<file path="src/hdl/trb_pkg.sv">
`timescale 1ns / 1ps

package trb_pkg;

  // item selector codes
  localparam logic [1:0] FUNC_DRAW2 = 2'd0;
  localparam logic [1:0] FUNC_DRAW1 = 2'd1;
  localparam logic [1:0] FUNC_READ  = 2'd2;

  // per-pixel draw codes
  localparam logic [1:0] PIX_CLR  = 2'd0;
  localparam logic [1:0] PIX_XOR  = 2'd1;
  localparam logic [1:0] PIX_SKIP = 2'd2;
  localparam logic [1:0] PIX_SET  = 2'd3;

  // frame store split into an even-column bank and an odd-column bank
  localparam int BANK_AW    = 9;
  localparam int BANK_DEPTH = 512;

  // one read-modify-write on one bank byte
  typedef struct packed {
    logic               wr;
    logic [BANK_AW-1:0] ent;
    logic [7:0]         clr;
    logic [7:0]         xr;
    logic [7:0]         st;
  } byte_op_t;

  typedef struct packed {
    byte_op_t even;
    byte_op_t odd;
  } plan_t;

endpackage

</file>
<file path="src/hdl/trb_plan.sv">
`timescale 1ns / 1ps

module trb_plan #(
  parameter int SCREEN_WIDTH  = 128,
  parameter int SCREEN_HEIGHT = 64
) (
  input  logic [1:0]        func,
  input  logic [15:0]       row_bits,
  input  logic signed [7:0] tile_x,
  input  logic signed [7:0] tile_y,
  input  logic [2:0]        tile_row,
  input  logic              flip_h,
  input  logic              flip_v,
  input  logic [9:0]        read_addr,
  output trb_pkg::plan_t    plan
);

  localparam logic signed [9:0] WIDTH_S  = 10'(SCREEN_WIDTH);
  localparam logic signed [8:0] HEIGHT_S = 9'(SCREEN_HEIGHT);

  logic [1:0]        tcode [8];
  logic [1:0]        scode [8];
  logic [1:0]        wcode [16];
  logic [15:0]       wuse;
  logic [3:0]        dj;
  logic [2:0]        yrow;
  logic signed [8:0] ypos;
  logic              y_ok;
  logic              drawing;
  logic signed [9:0] xbase;
  logic signed [9:0] xj;
  logic              pix_ok;
  logic [7:0]        clr_a, xr_a, st_a, clr_b, xr_b, st_b;
  logic [3:0]        col_a, col_b;
  trb_pkg::byte_op_t op_a, op_b;

  always_comb begin
    drawing = (func == trb_pkg::FUNC_DRAW2) || (func == trb_pkg::FUNC_DRAW1);
    yrow    = flip_v ? (3'd7 - tile_row) : tile_row;
    ypos    = {tile_y[7], tile_y} + $signed({6'd0, yrow});
    y_ok    = (ypos >= 9'sd0) && (ypos < HEIGHT_S);
    xbase   = {{2{tile_x[7]}}, tile_x[7:3], 3'b000};

    // tile pixel codes, 1bpp maps to set or clear
    for (int k = 0; k < 8; k++) begin
      if (func == trb_pkg::FUNC_DRAW2) begin
        tcode[k] = row_bits[15-2*k -: 2];
      end else begin
        tcode[k] = row_bits[7-k] ? trb_pkg::PIX_SET : trb_pkg::PIX_CLR;
      end
    end
    for (int i = 0; i < 8; i++) begin
      scode[i] = flip_h ? tcode[7-i] : tcode[i];
    end

    // place the eight screen pixels into a 16-pixel window at the byte offset
    wuse = '0;
    for (int j = 0; j < 16; j++) begin
      dj       = 4'(j) - {1'b0, tile_x[2:0]};
      wcode[j] = scode[dj[2:0]];
      wuse[j]  = (4'(j) >= {1'b0, tile_x[2:0]}) && (dj < 4'd8);
    end

    clr_a = '0; xr_a = '0; st_a = '0;
    clr_b = '0; xr_b = '0; st_b = '0;
    for (int j = 0; j < 16; j++) begin
      xj     = xbase + $signed(10'(j));
      pix_ok = drawing && y_ok && wuse[j] && (xj >= 10'sd0) && (xj < WIDTH_S);
      if (j < 8) begin
        clr_a[7-j] = pix_ok && (wcode[j] == trb_pkg::PIX_CLR);
        xr_a[7-j]  = pix_ok && (wcode[j] == trb_pkg::PIX_XOR);
        st_a[7-j]  = pix_ok && (wcode[j] == trb_pkg::PIX_SET);
      end else begin
        clr_b[15-j] = pix_ok && (wcode[j] == trb_pkg::PIX_CLR);
        xr_b[15-j]  = pix_ok && (wcode[j] == trb_pkg::PIX_XOR);
        st_b[15-j]  = pix_ok && (wcode[j] == trb_pkg::PIX_SET);
      end
    end

    col_a = tile_x[6:3];
    col_b = col_a + 4'd1;

    op_a.wr  = drawing;
    op_a.ent = drawing ? {ypos[5:0], col_a[3:1]} : read_addr[9:1];
    op_a.clr = clr_a;
    op_a.xr  = xr_a;
    op_a.st  = st_a;

    op_b.wr  = drawing;
    op_b.ent = drawing ? {ypos[5:0], col_b[3:1]} : read_addr[9:1];
    op_b.clr = clr_b;
    op_b.xr  = xr_b;
    op_b.st  = st_b;

    // left byte sits in the odd bank when its column is odd
    if (tile_x[3]) begin
      plan.even = op_b;
      plan.odd  = op_a;
    end else begin
      plan.even = op_a;
      plan.odd  = op_b;
    end
  end

endmodule

</file>
<file path="config.mk">
export PLATFORM = sky130hd
export DESIGN_NAME = trb_plan
export DESIGN_NICKNAME = d
export VERILOG_FILES = /design/src/hdl/trb_pkg.sv /design/src/hdl/trb_plan.sv
export SDC_FILE = /design/constraint.sdc
export NUM_CORES = 1
export LEC_CHECK = 0
export BUFFER_PORTS_ARGS = -buffer_cell sky130_fd_sc_hd__buf_2
export CAP_MARGIN = 20
export CORE_MARGIN = 5
export CORE_UTILIZATION = 45
export DETAILED_ROUTE_END_ITERATION = 6
export PLACE_DENSITY_LB_ADDON = 0.1
export SLEW_MARGIN = 0
export SYNTH_ARGS = -nofsm -noshare
export SYNTH_HDL_FRONTEND = slang
export SYNTH_SLANG_ARGS = --single-unit
</file>
<file path="constraint.sdc">
create_clock -name vclk -period 3.75
set_clock_uncertainty 0.15 [all_clocks]
set_input_delay 0.75 -clock vclk [all_inputs]
set_output_delay 0.75 -clock vclk [all_outputs]
set_load 0.05 [all_outputs]
</file>
After elaboration in Yosys (flattened, before gate mapping) --
Index checks and enable logic that the tools add are counted.
Word-level totals: register bits 0, latch bits 0, memory bits (writable) 0, memory bits (read-only) 0, input bits 49, logic and storage cells 369, memories kept 0
Cells by class: add/subtract/negate cells 34, multipliers 0, div/mod/pow operators 0, magnitude comparators 80, equality and inequality tests 33, shifts and indexed selects 0, muxes and demuxes 76, bitwise operators 16, reductions and logical operators 130
Operators by type and width (number):
- greater-or-equal comparator 9 x 1 -> 1 bit (second input constant) | 16
- less-than comparator 9 bit (second input constant) | 15
- logical AND 1 bit | 112
- two-way mux 2 bit | 56
- binary-select mux 2 bit (select 3 bit) | 16
- adder 8 x 5 -> 9 bit (second input constant) | 8
- two-way mux 67 bit | 1
- greater-or-equal comparator 4 bit (second input constant) | 16
- less-than comparator 4 bit (second input constant) | 16
- NOT 3 -> 4 bit | 16
- adder 8 x 4 -> 9 bit (second input constant) | 4
- == test 2 x 1 -> 1 bit (second input constant) | 17
- logical NOT 2 bit | 17
- == test 2 bit (second input constant) | 16
- subtractor 4 x 3 -> 4 bit (first input constant) | 8
- greater-or-equal comparator 4 x 3 -> 1 bit (first input constant) | 7
- adder 8 x 3 -> 9 bit (second input constant) | 2
- two-way mux 9 bit | 2
- subtractor 3 x 3 -> 4 bit (first input constant) | 4
- adder 8 x 2 -> 9 bit (second input constant) | 1
- adder 8 x 4 -> 9 bit | 1
- greater-or-equal comparator 3 bit (first input constant) | 3
- less-than comparator 8 x 9 -> 1 bit (second input constant) | 1
- less-than comparator 9 x 8 -> 1 bit (second input constant) | 1
- other kinds (9) | 13

Depth between registers and ports, before layout --
word-level depth 11, gate-level depth with buffers 12

Least setup slack after synthesis --
No wires, ideal clock.
path type input to output, from input flip_v, to output plan[17] (netlist name), data arrival time 4.304 ns, required time 2.850 ns, path slack -1.454 ns, cell stages on the path 11, path buffers 1, cell sequence xor2_1 -> ha_1 -> inv_1 -> fa_1 -> nor2b_1 -> o2111a_1 -> or4_1 -> and2_1 -> clkbuf_1 -> nor2_1 -> nor4b_1
RTL lines:
- from (decl) | line trb_plan.sv:13 | input logic flip_v,
- to (decl) | line trb_plan.sv:15 | output trb_pkg::plan_t plan

==> out/metrics.yaml <==
sta:
  slew_viol_final: 0
  finalSetupViolations: 48
  max_freq_mhz: 236
  holdWs_ns: 1.77
  finalHoldViolCount: 0
  tightest_slew_ns: 0.627
  period_minus_slack_ns: 4.24
  rsz0062_at_grt: "true"
  slew_headroom: 0.580
  setup_ws_ns: -0.494
  period_share: 1.13
layout:
  fin_util: 0.863
  seq_cells: 0
  layout.nets: 573
  area_growth_pct: 89.1
  multi_input_area_mm2: 0.00283
  clkbuf_count: 0
  seqCellArea_um2: 0
  drive_gt1_frac: 0.628
  diodes: 0
  layout_common_cells: "buf_4, buf_2, buf_6"
  fillers: 288
  final_cell_area_mm2: 0.00466
  final_common_cell: "buf_4"
routing:
  wl_per_cell_um: 18.9
  num_vias: 3433
  dr.pass1.iters: 5
  wl_met2_um: 5790
  wl_met1_um: 4130
  ant_nets: 0
  drc: 0
  avgViaCountPerCell: 5.95
  met3_length_um: 748
  top_layer_used: "met4"
  wirelength_um: 10900
  drt_iter0_drc: 176
die:
  die-area_mm2: 0.00706
  fp.dieH_um: 84.0
  dieWidth_um: 84.0
  ios: 117
  row_count: 27
  initial_utilization: 0.456
  core_area_mm2: 0.00541
logic_synthesis:
  synth_simple_gate_area_frac: 0.286
  synth_area_mm2: 0.00247
  synth_compound_area_frac: 0.211
  synth_mux_area_frac: 0.295
  synth_nets: 392
  netlist_instances: 326
  avgSynthCellArea_um2: 7.56
  synth_cell_types: 61
  synth-xor-area-share: 0.0355
  yosysWarnings: 0
  ys_seq_area_frac: 0
  synthAdderAreaFrac: 0.0893
  synth_top_family_by_area: "multiplexers"
min_path:
  min_path_cells: 4
  hold_path_class: "primary input to primary output"
power_and_ir_drop:
  swShare: 0.577
  p_clk_frac: 0
  internal-power_w: 0.000341
  peakVddDrop_mv: 0.182
  seqPwrFrac: 0
  power_frac_comb: 1.000
  leakage_nw: 2.09
  p_total_w: 0.000807
  switching_power_w: 0.000466
  p_per_area_mw_per_mm2: 173
placed_design:
  dpl_cell_area_mm2: 0.00406
  dp_hpwl_um: 7280
  port_buffers: 116
  place_congestion: 0.968
setup_path:
  crit_cells: 13
  cp_max_fo: 5
  crit_path_top_delay_cell: "or4_4"
  path_buf_inv: 5
  cp-end-kind: "primary output"
  worstPathCellList: "buf_6 > buf_4 > xor2_1 > inv_1 > fa_2 > nor2b_2 > o2111a_1 > or4_4 > and2_4 > buf_6 > or3_4 > nor3b_4 > buf_6"
  startpoint_type: "primary input"
  critPathRequiredTime_ns: 2.85
  cp_slowest_stage_delay_ns: 0.46
  critPathTopFamily: "simple AND/OR/NAND/NOR gates"
  arrival_ns: 3.34
  cp_common_cell: "buf_6"
  critPathKind: "primary input to primary output"
grt:
  grt_pass1_wl_um: 15600
  grtUsageTotal: 0.255
  grt_pass1_vias: 3299
  antenna_found_initial: 0
  grt_max_degree: 24
  overflow: 0
job:
  drv_cap: 0
outcome:
  status: "complete, but fails checks"
  violations: "negative setup slack"
[area by class of cell]
class | instances | share of cell area
inverters | 18 | 0.0148
well taps | 72 | 0.0193
multi-input cells | 284 | 0.608
repair buffers | 203 | 0.358
[cells in the mapped netlist (6+ instances only)]
library cell,count,area [um2]
o22ai_1,7,43.8
nor3_1,10,50.1
a21oi_1,20,100
a22oi_1,8,60.1
mux2i_1,22,220
nand3_1,8,40.0
nand2_1,20,75.1
buf_2,6,30.0
mux4_2,13,293
nor2b_1,13,81.3
mux2_2,15,169
ha_1,16,200
inv_1,16,60.1
nor2_1,23,86.3
o21ai_0,17,85.1
clkbuf_1,7,26.3
buf_4,10,75.1
xor2_1,6,52.6
[through the flow]
step	cells	setup TNS, ns	setup WS, ns
2_1_floorplan	326	-7.10	-0.404
3_3_place_gp	567	-14.46	-0.543
3_5_place_dp	567	-17.46	-0.614
4_1_cts	574	-12.00	-0.431
5_1_grt	577	-17.79	-0.544
6_report	577	-14.73	-0.494
[metal layers]
layer / vias up / global-route usage
met3: 20 / 0.0227
li1: 1600 / -
met5: - / 0
met4: 0 / 0.0409
met2: 193 / 0.495
met1: 1620 / 0.302
[cells by family (layout without fill, tap and decap cells)]
logic type	count (synthesis)	count (layout)
mux	54	54
buf+inv	43	221
compound gates	81	81
xor+xnor	10	10
fa+ha+maj	17	17
simple gates	121	122
[worst min-delay path, cell delays in order]
cell     delay, ns
buf_2         0.10
nand2_1       0.05
o21ai_1       0.06
buf_2         0.21
[repair_timing]
item | 4_1_cts | 5_1_grt
buffers inserted | 6 | 4
hold buffers | 0 | 0
pin swaps | 10 | 14
gates cloned | 1 | 0
resized for setup | 125 | 29
setup endpoints to repair | 48 | 48
[power groups by stage]
stage | combinational (W) | sequential, W | clock [W]
2_1_floorplan | 0.000498 | 0 | 0
3_3_place_gp | 0.000714 | 0 | 0
3_5_place_dp | 0.000729 | 0 | 0
4_1_cts | 0.000757 | 0 | 0
5_1_grt | 0.000853 | 0 | 0
6_report | 0.000807 | 0 | 0
[final timing paths]
kind / to / start
setup / recovery: plan[2] / flip_v
hold / removal: plan[29] / read_addr[6]
No activity file was read; power rests on OpenSTA's default activity.
